[src/mm4_pkg.sv]
package mm4_pkg;

  localparam int DIM       = 4;
  localparam int FRAC_BITS = 16;
  localparam int CELLS     = DIM * DIM;
  localparam int IDX_W     = $clog2(CELLS);
  localparam int K_W       = $clog2(DIM);
  localparam int DATA_W    = 32;
  localparam int PROD_W    = 2 * DATA_W;
  localparam int ACC_W     = PROD_W + $clog2(DIM);

  typedef enum logic [1:0] {
    KIND_LOAD_A = 2'd0,
    KIND_LOAD_B = 2'd1,
    KIND_START  = 2'd2
  } kind_t;

  // control that travels alongside the read data into the mac unit
  typedef struct packed {
    logic valid;
    logic first;
    logic last;
  } mac_ctl_t;

endpackage

[src/mm4_in_if.sv]
interface mm4_in_if;
  logic        valid;
  logic        ready;
  logic [1:0]  kind;
  logic [1:0]  row;
  logic [1:0]  col;
  logic signed [31:0] value;

  modport source (output valid, output kind, output row, output col, output value,
                  input ready);
  modport sink (input valid, input kind, input row, input col, input value,
                output ready);
endinterface

[src/mm4_out_if.sv]
interface mm4_out_if;
  logic        valid;
  logic        ready;
  logic [1:0]  out_row;
  logic [1:0]  out_col;
  logic signed [31:0] product;
  logic        last;

  modport source (output valid, output out_row, output out_col, output product,
                  output last, input ready);
  modport sink (input valid, input out_row, input out_col, input product,
                input last, output ready);
endinterface

[src/mm4_ram.sv]
module mm4_ram #(
  parameter int WIDTH = 32,
  parameter int DEPTH = 16
) (
  input  logic                                  clk,
  input  logic                                  we,
  input  logic [((DEPTH > 1) ? $clog2(DEPTH) : 1)-1:0] waddr,
  input  logic [WIDTH-1:0]                      wdata,
  input  logic [((DEPTH > 1) ? $clog2(DEPTH) : 1)-1:0] raddr,
  output logic [WIDTH-1:0]                      rdata
);

  logic [WIDTH-1:0] mem [DEPTH];

  always_ff @(posedge clk) begin
    if (we) begin
      mem[waddr] <= wdata;
    end
    rdata <= mem[raddr];
  end

endmodule

[src/mm4_mac.sv]
module mm4_mac (
  input  logic                     clk,
  input  logic                     rst,
  input  mm4_pkg::mac_ctl_t        ctl,
  input  logic [mm4_pkg::DATA_W-1:0] a,
  input  logic [mm4_pkg::DATA_W-1:0] b,
  output logic                     done,
  output logic [mm4_pkg::DATA_W-1:0] result
);

  logic signed [mm4_pkg::PROD_W-1:0] prod;
  logic                              prod_v;
  logic                              prod_first;
  logic                              prod_last;
  logic signed [mm4_pkg::ACC_W-1:0]  acc;
  logic signed [mm4_pkg::ACC_W-1:0]  prod_ext;
  logic signed [mm4_pkg::ACC_W-1:0]  shifted;
  logic [mm4_pkg::ACC_W-mm4_pkg::DATA_W:0] upper;

  always_ff @(posedge clk) begin
    if (rst) begin
      prod_v    <= 1'b0;
      prod_last <= 1'b0;
      done      <= 1'b0;
    end else begin
      prod_v    <= ctl.valid;
      prod_last <= ctl.last;
      done      <= prod_v && prod_last;
    end
    prod       <= $signed(a) * $signed(b);
    prod_first <= ctl.first;
    if (prod_v) begin
      acc <= prod_first ? prod_ext : acc + prod_ext;
    end
  end

  assign prod_ext = {{(mm4_pkg::ACC_W - mm4_pkg::PROD_W){prod[mm4_pkg::PROD_W-1]}}, prod};

  // floor of the exact sum, then clamp to the signed word range
  assign shifted = acc >>> mm4_pkg::FRAC_BITS;
  assign upper   = shifted[mm4_pkg::ACC_W-1:mm4_pkg::DATA_W-1];

  always_comb begin
    if ((&upper) || !(|upper)) begin
      result = shifted[mm4_pkg::DATA_W-1:0];
    end else if (shifted[mm4_pkg::ACC_W-1]) begin
      result = {1'b1, {(mm4_pkg::DATA_W-1){1'b0}}};
    end else begin
      result = {1'b0, {(mm4_pkg::DATA_W-1){1'b1}}};
    end
  end

endmodule

[src/matrix_multiply_4x4.sv]
// 4x4 matrix product in signed Q16.16 fixed point.
// cmd carries load and start items. kind load A / load B writes value into
// the element at row, col of that operand (out-of-range or unused kinds are
// dropped); kind start runs the product, and its other fields are ignored.
// res carries the 16 product elements in row-major order with out_row,
// out_col and last set on the final element. Each sum is kept at full width,
// floored by 16 fraction bits and saturated to 32 bits.
// Loads are written as they arrive while idle and cmd stays ready for them.
// A start drops cmd ready until the last element sits in the output register.
// Each element takes 4 reads through the single read port of each operand
// RAM into one shared multiplier; the read data, the product and the sum
// are registered in turn, and the sequencer waits for the sum before it
// hands it to the output register and moves on. A stalled receiver
// holds the current element in the output register and the sequencer waits.
// Operands are undefined after reset until loaded; reset clears the sequencer
// and the output valid, and res is empty.
module matrix_multiply_4x4 (
  input logic       clk,
  input logic       rst,
  mm4_in_if.sink    cmd,
  mm4_out_if.source res
);

  typedef enum logic [3:0] {
    ST_IDLE = 4'b0001,
    ST_RUN  = 4'b0010,
    ST_WAIT = 4'b0100,
    ST_PUSH = 4'b1000
  } state_t;

  state_t                     state;
  logic [mm4_pkg::K_W-1:0]    i;
  logic [mm4_pkg::K_W-1:0]    j;
  logic [mm4_pkg::K_W-1:0]    k;
  mm4_pkg::mac_ctl_t          ctl;
  logic                       cmd_xfer;
  logic                       in_range;
  logic                       we_a;
  logic                       we_b;
  logic [mm4_pkg::IDX_W-1:0]  waddr;
  logic [mm4_pkg::IDX_W-1:0]  raddr_a;
  logic [mm4_pkg::IDX_W-1:0]  raddr_b;
  logic [mm4_pkg::DATA_W-1:0] rdata_a;
  logic [mm4_pkg::DATA_W-1:0] rdata_b;
  logic                       mac_done;
  logic [mm4_pkg::DATA_W-1:0] mac_result;
  logic                       issue;
  logic                       k_last;
  logic                       j_last;
  logic                       i_last;
  logic                       out_free;
  logic                       push;
  logic                       res_valid;
  logic [1:0]                 res_row;
  logic [1:0]                 res_col;
  logic [mm4_pkg::DATA_W-1:0] res_product;
  logic                       res_last;

  assign cmd.ready = (state == ST_IDLE);
  assign cmd_xfer  = cmd.valid && cmd.ready;
  assign in_range  = (32'(cmd.row) < mm4_pkg::DIM) && (32'(cmd.col) < mm4_pkg::DIM);
  assign we_a      = cmd_xfer && in_range && (cmd.kind == mm4_pkg::KIND_LOAD_A);
  assign we_b      = cmd_xfer && in_range && (cmd.kind == mm4_pkg::KIND_LOAD_B);
  assign waddr     = mm4_pkg::IDX_W'(32'(cmd.row) * mm4_pkg::DIM + 32'(cmd.col));

  assign issue   = (state == ST_RUN);
  assign k_last  = (k == mm4_pkg::K_W'(mm4_pkg::DIM - 1));
  assign j_last  = (j == mm4_pkg::K_W'(mm4_pkg::DIM - 1));
  assign i_last  = (i == mm4_pkg::K_W'(mm4_pkg::DIM - 1));
  assign raddr_a = mm4_pkg::IDX_W'(32'(i) * mm4_pkg::DIM + 32'(k));
  assign raddr_b = mm4_pkg::IDX_W'(32'(k) * mm4_pkg::DIM + 32'(j));

  assign out_free = !res_valid || res.ready;
  assign push     = (state == ST_PUSH) && out_free;

  mm4_ram #(.WIDTH(mm4_pkg::DATA_W), .DEPTH(mm4_pkg::CELLS)) u_ram_a (
    .clk   (clk),
    .we    (we_a),
    .waddr (waddr),
    .wdata (cmd.value),
    .raddr (raddr_a),
    .rdata (rdata_a)
  );

  mm4_ram #(.WIDTH(mm4_pkg::DATA_W), .DEPTH(mm4_pkg::CELLS)) u_ram_b (
    .clk   (clk),
    .we    (we_b),
    .waddr (waddr),
    .wdata (cmd.value),
    .raddr (raddr_b),
    .rdata (rdata_b)
  );

  mm4_mac u_mac (
    .clk    (clk),
    .rst    (rst),
    .ctl    (ctl),
    .a      (rdata_a),
    .b      (rdata_b),
    .done   (mac_done),
    .result (mac_result)
  );

  // ctl lines up with the registered ram read data
  always_ff @(posedge clk) begin
    if (rst) begin
      ctl <= '0;
    end else begin
      ctl.valid <= issue;
      ctl.first <= issue && (k == '0);
      ctl.last  <= issue && k_last;
    end
  end

  always_ff @(posedge clk) begin
    if (rst) begin
      state <= ST_IDLE;
      i     <= '0;
      j     <= '0;
      k     <= '0;
    end else begin
      case (state)
        ST_IDLE: begin
          if (cmd_xfer && (cmd.kind == mm4_pkg::KIND_START)) begin
            i     <= '0;
            j     <= '0;
            k     <= '0;
            state <= ST_RUN;
          end
        end
        ST_RUN: begin
          if (k_last) begin
            k     <= '0;
            state <= ST_WAIT;
          end else begin
            k <= k + 1'b1;
          end
        end
        ST_WAIT: begin
          if (mac_done) begin
            state <= ST_PUSH;
          end
        end
        ST_PUSH: begin
          if (out_free) begin
            if (j_last) begin
              j <= '0;
              i <= i + 1'b1;
            end else begin
              j <= j + 1'b1;
            end
            state <= (i_last && j_last) ? ST_IDLE : ST_RUN;
          end
        end
        default: begin
          state <= ST_IDLE;
        end
      endcase
    end
  end

  always_ff @(posedge clk) begin
    if (rst) begin
      res_valid <= 1'b0;
    end else if (push) begin
      res_valid <= 1'b1;
    end else if (res.ready) begin
      res_valid <= 1'b0;
    end
    if (push) begin
      res_row     <= 2'(i);
      res_col     <= 2'(j);
      res_product <= mac_result;
      res_last    <= i_last && j_last;
    end
  end

  assign res.valid   = res_valid;
  assign res.out_row = res_row;
  assign res.out_col = res_col;
  assign res.product = res_product;
  assign res.last    = res_last;

endmodule

[src/flat_wrapper.sv]
// flat-port wrapper written by rule: the top's interface ports become plain ports
module matrix_multiply_4x4_flat 
  (clk, rst, cmd_valid, cmd_kind, cmd_row, cmd_col, cmd_value, cmd_ready, res_valid, res_out_row, res_out_col, res_product, res_last, res_ready);
  mm4_in_if cmd_i ();
  mm4_out_if res_i ();
  input logic clk;
  input logic rst;
  input wire logic [$bits(cmd_i.valid)-1:0] cmd_valid;
  input wire logic [$bits(cmd_i.kind)-1:0] cmd_kind;
  input wire logic [$bits(cmd_i.row)-1:0] cmd_row;
  input wire logic [$bits(cmd_i.col)-1:0] cmd_col;
  input wire logic [$bits(cmd_i.value)-1:0] cmd_value;
  output wire logic [$bits(cmd_i.ready)-1:0] cmd_ready;
  output wire logic [$bits(res_i.valid)-1:0] res_valid;
  output wire logic [$bits(res_i.out_row)-1:0] res_out_row;
  output wire logic [$bits(res_i.out_col)-1:0] res_out_col;
  output wire logic [$bits(res_i.product)-1:0] res_product;
  output wire logic [$bits(res_i.last)-1:0] res_last;
  input wire logic [$bits(res_i.ready)-1:0] res_ready;
  assign cmd_i.valid = cmd_valid;
  assign cmd_i.kind = cmd_kind;
  assign cmd_i.row = cmd_row;
  assign cmd_i.col = cmd_col;
  assign cmd_i.value = cmd_value;
  assign cmd_ready = cmd_i.ready;
  assign res_valid = res_i.valid;
  assign res_out_row = res_i.out_row;
  assign res_out_col = res_i.out_col;
  assign res_product = res_i.product;
  assign res_last = res_i.last;
  assign res_i.ready = res_ready;
  matrix_multiply_4x4 u_core (.clk(clk), .rst(rst), .cmd(cmd_i), .res(res_i));
endmodule
[config.mk]
export PLATFORM = sky130hd
export DESIGN_NAME = matrix_multiply_4x4_flat
export DESIGN_NICKNAME = d
export VERILOG_FILES = /design/src/mm4_pkg.sv /design/src/mm4_in_if.sv /design/src/mm4_out_if.sv /design/src/mm4_ram.sv /design/src/mm4_mac.sv /design/src/matrix_multiply_4x4.sv /design/src/flat_wrapper.sv
export SDC_FILE = /design/constraint.sdc
export NUM_CORES = 2
export LEC_CHECK = 0
export BUFFER_PORTS_ARGS = -buffer_cell sky130_fd_sc_hd__buf_2
export CORE_MARGIN = 1
export CORE_UTILIZATION = 45
export DETAILED_ROUTE_END_ITERATION = 12
export MAX_ROUTING_LAYER = met4
export SLEW_MARGIN = 5
export SYNTH_ARGS = -nofsm -noshare
export SYNTH_HDL_FRONTEND = slang
export SYNTH_SLANG_ARGS = --single-unit
[constraint.sdc]
create_clock -name clk -period 19.92 [get_ports clk]
set_input_delay 2.988 -clock clk [delete_from_list [all_inputs] [get_ports clk]]
set_output_delay 2.988 -clock clk [all_outputs]
set_load 0.05 [all_outputs]
==> flow_summary.yaml <==
run_status:
  status: "complete, no violations"
logic_synthesis:
  ys_ff_latch: 1273
  syn-cell-area_um2: 85900
  yosysMostFrequentCell: "edfxtp_1"
  avgSynthCellArea_um2: 13.3
  yosys.area.top_type_share_pct: 39.4
  synth_common_cells: "edfxtp_1, fa_1, inv_1"
  synth_ff_type: "edfxtp_1"
  synth_nets: 7819
  ys_async_sr_fraction_pct: 0
  synth_largest_area_cell: "edfxtp_1"
  synthCells: 6441
  synth-warning-count: 0
  synthDistinctLibCells: 94
  synth_edf_count: 1127
  ys_seq_area_share_pct: 42.8
  ys_top_cells_by_area: "edfxtp_1, fa_1, mux4_2"
worst_setup_path:
  cp_slowest_cell: "dfxtp_1"
  cp_cell_sequence: "and2_1 > ha_1 > fa_1 > fa_1 > fa_1 > inv_1 > fa_1 > inv_1 > fa_1 > inv_1 > fa_1 > inv_1 > fa_1 > ha_1 > a21oi_1 > o21bai_1 > a21oi_1 > nor2b_1 > o21ai_0 > nand2_1 > a21o_1 > a31oi_1 > o311ai_1"
  crit-reg2reg-launch: "u_core.u_ram_b.rdata[0]"
  rrSetupSlack_ps: 11280
  required_ps: 20570
  worst_ep_arrival_time_ps: 9290
  path_class: "reg2reg"
  crit_top_cell: "fa_1"
  startpoint_type: "flop"
  cpPeakStageDelay_ps: 1160
  crit_path_max_fanout: 32
  r2r_end: "u_core.u_mac.prod[61]"
  end_kind: "flop"
  r2r_cells: 23
timing:
  fmax_mhz: 116
  setup_viol: 0
  finalHoldViolations: 0
  hold_ws_ps: 431
  post-route-min-period_ps: 8640
  rsz0062_at_grt: "false"
  slew_viol_final: 0
  skew_ps: 48.4
  tns_ps: 0
  period_share_pct: 43.4
  maxSlewHeadroom_pct: 15.3
  tightest_slew_ps: 1270
global_route:
  grt_first_pass_wirelength_um: 326000
  grt-ovfl-total: 0
  grt_max_degree: 86
  antenna_found_initial: 13
  first_global_vias: 53300
  track_usage_pct: 23.0
cts:
  cts_setup_buffers: 0
  cts_tree: "done"
  cts_resized: 0
  clk_pin_slew_worst_paths_ps: 60
  max-clock-path-buffers: 3
  cts_max_level: 4
  cts_buffers: 137
  cts_hold_buffers: 0
  clock_tree.root_cell: "clkbuf_16"
  cts_num_sinks: 1273
  clock_latency_ps: 780
placement:
  gp_congestion: 0.876
  place_hpwl_um: 139000
  io_buffers: 80
hold_path:
  hold_class: "reg2reg"
  hp-start: "u_core.u_mac.prod_last"
  min_to: "u_core.u_mac.done"
  min_path_cells: 2
floorplan:
  core_area_um2: 190000
  dieArea_um2: 193000
  rows: 160
  die_height_um: 439
  start_util_pct: 45.2
  pin_count: 81
  dieWidth_um: 439
routing:
  drt_iter0_drc: 3968
  drc_errors: 0
  post_drt_wl_per_cell_um: 23.1
  firstDrtPassIters: 5
  num_vias: 49500
  drt_wl_total_um: 209000
  vias_per_cell: 5.46
  drtAntennaViolNets: 0
final_layout:
  fin_nets: 7821
  drive_above_1_share_pct: 12.4
  fillers: 16300
  syn2layout_area_growth_pct: 9.40
  multi_input_area_um2: 44200
  seqCellArea_um2: 36800
run:
  drv_cap: 0
==> cells in the final DEF, fill, tap and decap left out, drive strengths merged, types with 6 or more instances in the layout <==
cell type and count:
a211oi 19, o31ai 20, mux4 320, nand2b 22, buf 184, a21oi 136
o211ai 11, nor2b 16, dfxtp 146, bufinv 10, nand2 643, o21ai 126
o21bai 19, ha 253, or3 7, nand4 30, o21a 23, nand3 31
a31oi 18, clkbuf 184, inv 1067, fa 1083, xor2 41, a21o 96
diode 6, edfxtp 1127, nor3 34, clkinv 44, and2 506, and3 17
clkinvlp 8, nor2 136, xnor2 70, a21boi 7, nor4 15
==> layer usage <==
layer  part of all wire, %  track usage, %  routed length (um)  up-vias
met5                     0               -                   0        -
li1                      -               -                   -    21400
met4                   1.9            4.89                4050        0
met3                   6.5            3.55               13600      308
met1                    45            32.1               93600    26200
met2                    47            35.8               98100     1568
==> per-stage QoR <==
stage	std cells	cell area, um^2	setup slack, ps	util [%]
after floorplan	6441	85900	12350	-
final	9074	94000	11280	49.5
after global placement	8815	89300	11470	47.0
after CTS	9068	94000	11300	49.5
after global routing	9073	94000	10800	49.5
after detailed placement	8815	89300	11350	47.0
==> worst max-delay path: cells and delay by family (launching register included) <==
kind                       cells  cell delay (ps)
adders and majority gates      9             4890
AOI/OAI and AO/OA              7             1360
DFF                            1             1160
buffers and inverters          4              580
and+or+nand+nor                3              500
==> how the worst max path moves through the flow <==
stage / from / end / slack (ps) / cells after the start
final: u_core.u_ram_b.rdata[0] / u_core.u_mac.prod[61] / 11280 / 23
after global routing: u_core.u_ram_b.rdata[0] / u_core.u_mac.prod[61] / 10800 / 23
after CTS: u_core.u_ram_b.rdata[0] / u_core.u_mac.prod[58] / 11300 / 23
after detailed placement: u_core.u_ram_b.rdata[0] / u_core.u_mac.prod[58] / 11350 / 23
after global placement: u_core.u_ram_b.rdata[0] / u_core.u_mac.prod[61] / 11470 / 23
after floorplan: u_core.u_ram_a.rdata[31] / u_core.u_mac.prod[61] / 12350 / 27
==> registers in the layout, indices dropped and copies added, names as in the netlist, 2 cells and up <==
name / count
u_core.u_ram_a.mem: 512
u_core.u_ram_b.mem: 512
u_core.u_mac.acc: 66
u_core.u_mac.prod: 64
u_core.res.product: 32
u_core.u_ram_a.rdata: 32
u_core.u_ram_b.rdata: 32
u_core.state: 4
u_core.ctl: 3
u_core.i: 2
u_core.j: 2
u_core.k: 2
u_core.res.out_col: 2
u_core.res.out_row: 2
==> cells by family after synthesis <==
logic type      after synthesis  synth area share (%)
simple gates               1481                  8.51
buf+inv                    1381                  6.04
fa+ha+maj                  1336                  28.9
flops                      1273                  42.8
compound gates              537                  4.21
mux                         322                  8.41
xor+xnor                    111                  1.13
==> layout make-up <==
type / instances / share of cell area (%)
Antenna cell: 6 / 0.0160
Clock buffer: 184 / 4.05
Clock inverter: 69 / 0.920
Inverter: 1060 / 4.23
Multi-Input combinational cell: 3787 / 47.0
Sequential cell: 1273 / 39.2
Tap cell: 2511 / 3.34
Timing Repair Buffer: 184 / 1.26
Power is not shown: default switching activity piles up to over one toggle a cycle in this logic, so the estimate is an artifact.
